`src/hdl/tftprc_pkg.sv`:
```
package tftprc_pkg;

	// Input operation codes
	localparam logic [1:0] OP_START  = 2'd0;
	localparam logic [1:0] OP_PACKET = 2'd1;
	localparam logic [1:0] OP_TICK   = 2'd2;

	// TFTP packet opcodes
	localparam logic [15:0] TFTP_DATA  = 16'd3;
	localparam logic [15:0] TFTP_ERROR = 16'd5;

	// Header sizes in bytes
	localparam logic [10:0] HDR_BYTES     = 11'd4;
	localparam logic [10:0] ERR_MIN_BYTES = 11'd2;

	// Result action codes
	localparam logic [2:0] ACT_RRQ     = 3'd0;
	localparam logic [2:0] ACT_DELIVER = 3'd1;
	localparam logic [2:0] ACT_ACK     = 3'd2;
	localparam logic [2:0] ACT_REBIND  = 3'd3;
	localparam logic [2:0] ACT_DONE    = 3'd4;
	localparam logic [2:0] ACT_FAIL    = 3'd5;

	// Failure reasons
	localparam logic [1:0] WHY_TIMEOUT = 2'd0;
	localparam logic [1:0] WHY_ERROR   = 2'd1;
	localparam logic [1:0] WHY_REFUSED = 2'd2;

	// Register indexes
	localparam logic [1:0] REG_FIRST_TIMEOUT = 2'd0;
	localparam logic [1:0] REG_BLOCK_TIMEOUT = 2'd1;
	localparam logic [1:0] REG_MAX_REQUESTS  = 2'd2;
	localparam logic [1:0] REG_BLOCK_SIZE    = 2'd3;

	// Register reset values
	localparam logic [7:0]  RST_FIRST_TIMEOUT = 8'd5;
	localparam logic [7:0]  RST_BLOCK_TIMEOUT = 8'd3;
	localparam logic [3:0]  RST_MAX_REQUESTS  = 4'd3;
	localparam logic [10:0] RST_BLOCK_SIZE    = 11'd512;

	// Depth of the queue between front and back
	localparam int FIFO_DEPTH = 4;

	// Most results one input word can cause
	localparam int MAX_RESULTS = 3;

	typedef enum logic [3:0] {
		PH_IDLE   = 4'b0001,
		PH_ACTIVE = 4'b0010,
		PH_DONE   = 4'b0100,
		PH_FAILED = 4'b1000
	} phase_t;

	typedef struct packed {
		logic [1:0]  operation;
		logic        from_server;
		logic [10:0] packet_length;
		logic [15:0] packet_opcode;
		logic [15:0] packet_block;
		logic        sink_accepts;
	} in_word_t;

	typedef struct packed {
		logic [2:0]  action;
		logic [15:0] block_id;
		logic [10:0] data_bytes;
		logic        via_server_port;
		logic [1:0]  fail_reason;
		logic        last;
	} out_word_t;

	typedef struct packed {
		logic [7:0]  first_block_timeout;
		logic [7:0]  block_timeout;
		logic [3:0]  max_requests;
		logic [10:0] block_size;
	} cfg_t;

	// All results of one input word, last one flagged
	typedef struct packed {
		out_word_t [MAX_RESULTS-1:0] res;
	} bundle_t;

endpackage

```
`src/hdl/tftprc_front.sv`:
```
module tftprc_front import tftprc_pkg::*; (
	input  logic     clk,
	input  logic     arst_n,
	input  logic     accept,
	input  in_word_t item,
	input  cfg_t     cfg,
	output logic     push,
	output bundle_t  bundle
);

	phase_t      phase_q, phase_d;
	logic [15:0] expected_q, expected_d;
	logic [3:0]  requests_q, requests_d;
	logic [7:0]  seconds_q, seconds_d;
	logic        bound_q, bound_d;

	out_word_t [MAX_RESULTS-1:0] res;
	logic [1:0]  n_res;
	logic [7:0]  limit;
	logic [7:0]  seconds_inc;
	logic [15:0] prev_block;
	logic        is_next, is_prev, pkt_valid;
	logic [10:0] nbytes;

	function automatic out_word_t mk(input logic [2:0] act, input logic [15:0] blk,
		input logic [10:0] bytes, input logic via, input logic [1:0] why);
		out_word_t w;
		w.action          = act;
		w.block_id        = blk;
		w.data_bytes      = bytes;
		w.via_server_port = via;
		w.fail_reason     = why;
		w.last            = 1'b0;
		return w;
	endfunction

	// Classify the word and work out the next state and its results
	always_comb begin
		phase_d    = phase_q;
		expected_d = expected_q;
		requests_d = requests_q;
		seconds_d  = seconds_q;
		bound_d    = bound_q;
		res        = '0;
		n_res      = 2'd0;

		limit       = bound_q ? cfg.block_timeout : cfg.first_block_timeout;
		seconds_inc = (seconds_q == 8'hFF) ? seconds_q : seconds_q + 8'd1;
		prev_block  = expected_q - 16'd1;
		is_next     = item.packet_block == expected_q;
		is_prev     = bound_q && (item.packet_block == prev_block);
		pkt_valid   = item.from_server && (item.packet_length >= HDR_BYTES) &&
			(item.packet_opcode == TFTP_DATA) && (is_next || is_prev);
		nbytes      = item.packet_length - HDR_BYTES;

		case (item.operation)
			OP_START: begin
				phase_d    = PH_ACTIVE;
				expected_d = 16'd1;
				requests_d = 4'd1;
				seconds_d  = 8'd0;
				bound_d    = 1'b0;
				res[0]     = mk(ACT_RRQ, 16'd0, 11'd0, 1'b0, WHY_TIMEOUT);
				n_res      = 2'd1;
			end
			OP_TICK: begin
				if (phase_q == PH_ACTIVE) begin
					seconds_d = seconds_inc;
					if (seconds_inc > limit) begin
						if (!bound_q && (requests_q < cfg.max_requests)) begin
							requests_d = requests_q + 4'd1;
							seconds_d  = 8'd0;
							res[0]     = mk(ACT_RRQ, 16'd0, 11'd0, 1'b0, WHY_TIMEOUT);
						end else begin
							phase_d = PH_FAILED;
							res[0]  = mk(ACT_FAIL, 16'd0, 11'd0, 1'b0, WHY_TIMEOUT);
						end
						n_res = 2'd1;
					end
				end
			end
			OP_PACKET: begin
				if (phase_q == PH_ACTIVE) begin
					if (!pkt_valid) begin
						if (item.from_server && (item.packet_length >= ERR_MIN_BYTES) &&
							(item.packet_opcode == TFTP_ERROR)) begin
							phase_d = PH_FAILED;
							res[0]  = mk(ACT_FAIL, 16'd0, 11'd0, 1'b0, WHY_ERROR);
							n_res   = 2'd1;
						end else if (!item.from_server && !bound_q) begin
							res[0] = mk(ACT_REBIND, 16'd0, 11'd0, 1'b0, WHY_TIMEOUT);
							n_res  = 2'd1;
						end
					end else begin
						bound_d = 1'b1;
						if (is_next) begin
							res[0] = mk(ACT_DELIVER, item.packet_block, nbytes, 1'b0,
								WHY_TIMEOUT);
							if (!item.sink_accepts) begin
								phase_d = PH_FAILED;
								res[1]  = mk(ACT_FAIL, 16'd0, 11'd0, 1'b0, WHY_REFUSED);
								n_res   = 2'd2;
							end else begin
								expected_d = expected_q + 16'd1;
								seconds_d  = 8'd0;
								res[1]     = mk(ACT_ACK, item.packet_block, 11'd0, 1'b1,
									WHY_TIMEOUT);
								if (nbytes < cfg.block_size) begin
									phase_d = PH_DONE;
									res[2]  = mk(ACT_DONE, 16'd0, 11'd0, 1'b0, WHY_TIMEOUT);
									n_res   = 2'd3;
								end else begin
									n_res = 2'd2;
								end
							end
						end else begin
							// duplicate of the previous block: ACK it again
							res[0] = mk(ACT_ACK, item.packet_block, 11'd0, 1'b1, WHY_TIMEOUT);
							n_res  = 2'd1;
						end
					end
				end
			end
			default: begin
			end
		endcase

		// Flag the final result of this word
		case (n_res)
			2'd1: res[0].last = 1'b1;
			2'd2: res[1].last = 1'b1;
			2'd3: res[2].last = 1'b1;
			default: begin
			end
		endcase
	end

	assign push       = accept && (n_res != 2'd0);
	assign bundle.res = res;

	// Commit the state on every accepted word
	always_ff @(posedge clk or negedge arst_n) begin
		if (!arst_n) begin
			phase_q    <= PH_IDLE;
			expected_q <= 16'd1;
			requests_q <= 4'd0;
			seconds_q  <= 8'd0;
			bound_q    <= 1'b0;
		end else if (accept) begin
			phase_q    <= phase_d;
			expected_q <= expected_d;
			requests_q <= requests_d;
			seconds_q  <= seconds_d;
			bound_q    <= bound_d;
		end
	end

endmodule

```
`src/hdl/tftprc_fifo.sv`:
```
module tftprc_fifo import tftprc_pkg::*; #(
	parameter int DEPTH = FIFO_DEPTH
) (
	input  logic    clk,
	input  logic    arst_n,
	input  logic    push,
	input  bundle_t wr_data,
	input  logic    pop,
	output bundle_t rd_data,
	output logic    full,
	output logic    empty
);

	localparam int AW = (DEPTH > 1) ? $clog2(DEPTH) : 1;
	localparam int CW = $clog2(DEPTH + 1);

	bundle_t       slot_q [DEPTH];
	logic [AW-1:0] wr_ptr_q, rd_ptr_q;
	logic [CW-1:0] count_q;

	assign full    = count_q == CW'(DEPTH);
	assign empty   = count_q == '0;
	assign rd_data = slot_q[rd_ptr_q];

	// Store the pushed word
	always_ff @(posedge clk) begin
		if (push) begin
			slot_q[wr_ptr_q] <= wr_data;
		end
	end

	// Advance pointers and fill count
	always_ff @(posedge clk or negedge arst_n) begin
		if (!arst_n) begin
			wr_ptr_q <= '0;
			rd_ptr_q <= '0;
			count_q  <= '0;
		end else begin
			if (push) begin
				wr_ptr_q <= (wr_ptr_q == AW'(DEPTH - 1)) ? '0 : wr_ptr_q + AW'(1);
			end
			if (pop) begin
				rd_ptr_q <= (rd_ptr_q == AW'(DEPTH - 1)) ? '0 : rd_ptr_q + AW'(1);
			end
			if (push && !pop) begin
				count_q <= count_q + CW'(1);
			end else if (pop && !push) begin
				count_q <= count_q - CW'(1);
			end
		end
	end

endmodule

```
`src/hdl/tftprc_back.sv`:
```
module tftprc_back import tftprc_pkg::*; (
	input  logic      clk,
	input  logic      arst_n,
	input  bundle_t   head,
	input  logic      empty,
	input  logic      result_stall,
	output logic      pop,
	output logic      result_valid,
	output out_word_t result
);

	logic [1:0] idx_q;
	logic       take;

	assign result_valid = !empty;
	assign result       = head.res[idx_q];
	assign take         = result_valid && !result_stall;
	assign pop          = take && result.last;

	// Step through the results of the head entry, drop it after its last
	always_ff @(posedge clk or negedge arst_n) begin
		if (!arst_n) begin
			idx_q <= 2'd0;
		end else if (take) begin
			idx_q <= result.last ? 2'd0 : idx_q + 2'd1;
		end
	end

endmodule

```
`src/hdl/tftp_read_client_control_unit.sv`:
```
// TFTP read client control: one input word accepted per cycle while the queue has room.
// Results are registered in the queue and leave one result word per cycle while result_stall
// is low; a word causing 0 to 3 results sends them in turn through the single result port.
// A queue of FIFO_DEPTH entries decouples input acceptance from output stalls.
// Reset (arst_n low, asynchronous) empties the queue, sets phase idle, expected block 1,
// and loads the registers with their default values.
module tftp_read_client_control_unit import tftprc_pkg::*; #(
	parameter int FIFO_DEPTH_P = FIFO_DEPTH
) (
	input  logic        clk,
	input  logic        arst_n,
	input  logic        item_valid,
	output logic        item_stall,
	input  in_word_t    item,
	output logic        result_valid,
	input  logic        result_stall,
	output out_word_t   result,
	input  logic        psel,
	input  logic        penable,
	input  logic        pwrite,
	input  logic [3:0]  paddr,
	input  logic [31:0] pwdata,
	output logic [31:0] prdata,
	output logic        pready
);

	cfg_t    cfg_q;
	logic    accept;
	logic    push, pop, full, empty;
	bundle_t push_data, head;
	logic    cfg_wr;

	assign pready = 1'b1;
	assign cfg_wr = psel && penable && pwrite;

	// Write configuration registers
	always_ff @(posedge clk or negedge arst_n) begin
		if (!arst_n) begin
			cfg_q.first_block_timeout <= RST_FIRST_TIMEOUT;
			cfg_q.block_timeout       <= RST_BLOCK_TIMEOUT;
			cfg_q.max_requests        <= RST_MAX_REQUESTS;
			cfg_q.block_size          <= RST_BLOCK_SIZE;
		end else if (cfg_wr) begin
			case (paddr[3:2])
				REG_FIRST_TIMEOUT: cfg_q.first_block_timeout <= pwdata[7:0];
				REG_BLOCK_TIMEOUT: cfg_q.block_timeout       <= pwdata[7:0];
				REG_MAX_REQUESTS:  cfg_q.max_requests        <= pwdata[3:0];
				REG_BLOCK_SIZE:    cfg_q.block_size          <= pwdata[10:0];
				default: begin
				end
			endcase
		end
	end

	// Read back configuration registers
	always_comb begin
		case (paddr[3:2])
			REG_FIRST_TIMEOUT: prdata = {24'd0, cfg_q.first_block_timeout};
			REG_BLOCK_TIMEOUT: prdata = {24'd0, cfg_q.block_timeout};
			REG_MAX_REQUESTS:  prdata = {28'd0, cfg_q.max_requests};
			REG_BLOCK_SIZE:    prdata = {21'd0, cfg_q.block_size};
			default:           prdata = 32'd0;
		endcase
	end

	assign item_stall = full;
	assign accept     = item_valid && !full;

	tftprc_front u_front (
		.clk    (clk),
		.arst_n (arst_n),
		.accept (accept),
		.item   (item),
		.cfg    (cfg_q),
		.push   (push),
		.bundle (push_data)
	);

	tftprc_fifo #(
		.DEPTH (FIFO_DEPTH_P)
	) u_fifo (
		.clk     (clk),
		.arst_n  (arst_n),
		.push    (push),
		.wr_data (push_data),
		.pop     (pop),
		.rd_data (head),
		.full    (full),
		.empty   (empty)
	);

	tftprc_back u_back (
		.clk          (clk),
		.arst_n       (arst_n),
		.head         (head),
		.empty        (empty),
		.result_stall (result_stall),
		.pop          (pop),
		.result_valid (result_valid),
		.result       (result)
	);

endmodule

```
`config.mk`:
```
export PLATFORM = sky130hd
export DESIGN_NAME = tftp_read_client_control_unit
export DESIGN_NICKNAME = d
export VERILOG_FILES = /design/src/hdl/tftprc_pkg.sv /design/src/hdl/tftprc_front.sv /design/src/hdl/tftprc_fifo.sv /design/src/hdl/tftprc_back.sv /design/src/hdl/tftp_read_client_control_unit.sv
export SDC_FILE = /design/constraint.sdc
export NUM_CORES = 1
export LEC_CHECK = 0
export ABC_AREA = 1
export BUFFER_PORTS_ARGS = -buffer_cell sky130_fd_sc_hd__buf_2
export CAP_MARGIN = 20
export CORE_ASPECT_RATIO = 1.75
export CORE_MARGIN = 2
export CORE_UTILIZATION = 60
export CTS_CLUSTER_DIAMETER = 150
export DETAILED_ROUTE_END_ITERATION = 8
export MAX_ROUTING_LAYER = met4
export PLACE_DENSITY = 0.76
export SLEW_MARGIN = 20
export SYNTH_ARGS = -nofsm -noshare
export SYNTH_HDL_FRONTEND = slang
export SYNTH_HIERARCHICAL = 1
export SYNTH_SLANG_ARGS = --single-unit
```
`constraint.sdc`:
```
create_clock -name clk -period 7.6 [get_ports clk]
set_input_delay 1.52 -clock clk [delete_from_list [all_inputs] [get_ports clk]]
set_output_delay 1.52 -clock clk [all_outputs]
set_load 0.005 [all_outputs]
```
==> results.json <==
{
  "rr_worst_depth": 23,
  "grt_pass1_vias": 16585,
  "wl_um": 53500,
  "die_y_um": 270,
  "min_from": "u_front/phase_q[0]",
  "htreeDepth": 2,
  "clock-sinks": 481,
  "r2r_start": "u_front/seconds_q[0]",
  "arrival_ps": 5890,
  "hold_viol": 0,
  "gr-total-overflow": 0,
  "critPathRequiredTime_ps": 7820,
  "holdPathStages": 2,
  "start_util_pct": 60.8,
  "setup_viol": 0,
  "clockBufferDepth": 3,
  "cp_max_fo": 43,
  "vias": 16574,
  "die_x_um": 156,
  "crit_path_end_kind": "register",
  "hold_class": "register to register",
  "r2r-end": "u_fifo/slot_q[1][6]",
  "grt_max_degree": 187,
  "clkLatencyLatePin_ps": 560,
  "rsz0062_at_grt": "no",
  "skew_ps": 15.4,
  "period_needed_ps": 5670,
  "placed_area_um2": 24700,
  "synth_seq_cells": 481,
  "wl_per_cell_um": 17.8,
  "synth_top_area_share_pct": 50.4,
  "cts_tree": "yes",
  "synthTopCellsByArea": "edfxtp_1 50%, nand2_1 11%, dfrtp_1 6.6%, o211ai_2 5.1%, inv_1 4.8%",
  "worst-setup-path-type": "input pin to register",
  "path_clk_slew_ps": 60,
  "finalNetCount": 2599,
  "postCtsHoldBufs": 0,
  "tns_ps": 0,
  "drive_above_1_share_pct": 14.7,
  "fillers": 3084,
  "grt_util_all_layers_pct": 26.2,
  "floorplan.rows": 97,
  "startpoint_type": "input pin",
  "cts_root_buf": "clkbuf_16",
  "tightest_slew_ps": 1140,
  "drv_slew": 0,
  "worst_slew_margin_rel_pct": 23.8,
  "cts_repair_resize_count": 0,
  "drc_errors": 0,
  "period_share_pct": 74.7,
  "syn_area_um2": 24300,
  "yosysTopAreaCell": "edfxtp_1",
  "yosysWarningCount": 6,
  "numCtsBuffers": 43,
  "antenna_found_initial": 1,
  "hpwl_um": 34400,
  "design_area_um2": 26200,
  "ys_seq_area_share_pct": 57.9,
  "p_per_area_nw_per_um2": 316,
  "synth_area_per_cell_um2": 10.1,
  "vias_per_cell": 5.52,
  "io-pin-count": 159,
  "worstHoldEndpoint": "u_front/phase_q[0]",
  "port_buffers": 113,
  "grt_pass1_wl_um": 84000,
  "place.gp.congestion": 0.916,
  "power_leakage_uw": 0.0112,
  "area_growth_pct": 7.55,
  "coreArea_um2": 40100,
  "synth.distinct_cells": 48,
  "status": "finished clean",
  "post-cts-setup-buffers": 0,
  "synthCells": 2413,
  "drt_iter0_markers": 1248,
  "cap_violations": 0,
  "dr.pass1.iters": 5,
  "antenna_left": 0,
  "ir_drop_uv": 315,
  "r2r_slack_ps": 2640,
  "fmaxAchievable_mhz": 176,
  "total_power_uw": 8260,
  "dieArea_um2": 42200
}
-- through the flow --
step | setup slack, ps | utilization [%] | hold WS (ps) | cells
after floorplan | 1240 | - | 429 | 2477
final | 1930 | 65.3 | 469 | 3003
after global placement | 1440 | 61.8 | 442 | 2922
after global routing | 1620 | 65.3 | 492 | 3003
after CTS | 1960 | 65.3 | 474 | 3002
after detailed placement | 1360 | 61.8 | 463 | 2922
-- state kept, by name, indices dropped and copies added (netlist names) --
signal              cells
u_fifo/wr_ptr_q         2
u_fifo/rd_ptr_q         2
u_front/requests_q      4
u_front/phase_q         4
u_front/seconds_q       8
u_front/expected_q     16
u_fifo/slot_q         408
u_fifo/count_q          3
u_back/idx_q            2
cfg_q                  31
u_front/bound_q         1
-- kinds of logic (layout without fill, tap and decap cells) --
family | count (synthesis) | after routing | synth area share, %
AOI/OAI and AO/OA | 349 | 349 | 11.5
other | 3 | 68 | 0.0463
xor gates and xnor gates | 37 | 37 | 1.36
muxes | 7 | 7 | 0.288
buffers and inverters | 505 | 535 | 10.1
DFF | 481 | 481 | 57.9
adders and majority gates | 37 | 37 | 1.93
and+or+nand+nor | 994 | 994 | 16.8
-- synth_stat cells, drive strengths merged --
| master | n |
|---|---|
| and2 | 1 |
| o22ai | 1 |
| dfstp | 9 |
| ha | 36 |
| nor4 | 5 |
| a211oi | 1 |
| nand4 | 18 |
| fa | 1 |
| inv | 327 |
| o21ai | 108 |
| o211ai | 206 |
| a21oi | 31 |
| nor3 | 14 |
| nand3b | 4 |
| o2111ai | 1 |
| conb | 3 |
| buf | 157 |
| xnor2 | 13 |
| nor2 | 188 |
| dfrtp | 64 |
| clkbuf | 21 |
| mux2i | 7 |
| a21boi | 1 |
| xor2 | 24 |
| nand2 | 699 |
| edfxtp | 408 |
| nand3 | 59 |
| or2 | 6 |
-- layout by cell type (no fill, tap or decap), types with 13 or more instances in the layout --
cell	netlist	routed
nand2_1	689	689
edfxtp_1	408	408
inv_1	314	310
nor2_1	170	170
buf_2	48	113
o211ai_1	106	106
o211ai_2	100	100
conb_1	3	67
dfrtp_1	64	63
nand3_1	55	55
o21ai_0	55	55
o21ai_1	46	46
clkbuf_16	0	44
ha_1	36	36
a21oi_1	28	28
xor2_1	23	23
nand4_1	17	17
nor3_1	14	14
xnor2_1	13	13
-- per-layer routing --
metal | up-vias | part of all wire [%] | global-route usage (%)
met4 | 0 | 3.0 | 9.27
met1 | 7956 | 38 | 29.6
met3 | 105 | 5.4 | 3.27
met2 | 507 | 54 | 47.5
met5 | - | 0 | -
li1 | 8006 | - | -
-- how the worst max path moves through the flow --
stage,from,end,slack [ps],cells after the start
finish,item[35],u_fifo/slot_q[1][6],1930,22
global route,item[35],u_fifo/slot_q[1][48],1620,22
floorplan,item[35],u_fifo/slot_q[3][0],1240,20
detailed placement,item[35],u_fifo/slot_q[1][82],1360,22
CTS,item[35],u_fifo/slot_q[1][9],1960,22
global placement,item[35],u_fifo/slot_q[2][4],1440,22
-- area by class of cell --
cell class                      count  area, um2  area share [%]
Antenna cell                        1       2.50         0.00956
Clock buffer                       56       1180            4.49
Clock inverter                     24        251           0.961
Inverter                          327       1250            4.79
Multi-Input combinational cell   1491       8020            30.7
Sequential cell                   481      14100            53.9
Tap cell                          495        619            2.37
Timing Repair Buffer              128        753            2.88
-- power breakdown --
part	total, uW	leakage (uW)	internal (uW)	switching (uW)
clock network	2190	0.000693	1240	948
registers	3210	0.00476	3050	159
logic	2860	0.00578	920	1940
total	8260	0.0112	5210	3050
-- worst max-delay path: stages --
cell	delay, ps
buf_2	120
inv_1	120
ha_1	230
nand3_1	180
nor2_1	130
nand2_1	90
nor2_1	130
xor2_1	200
inv_1	60
ha_1	290
nand2_1	80
nor2_1	60
nand3_1	70
o2111ai_1	320
o21ai_0	260
nand3_1	130
nand2_1	110
nand2_1	70
a21oi_1	500
nand2_1	190
inv_4	570
buf_4	440
No activity file was read; power rests on OpenSTA's default activity.
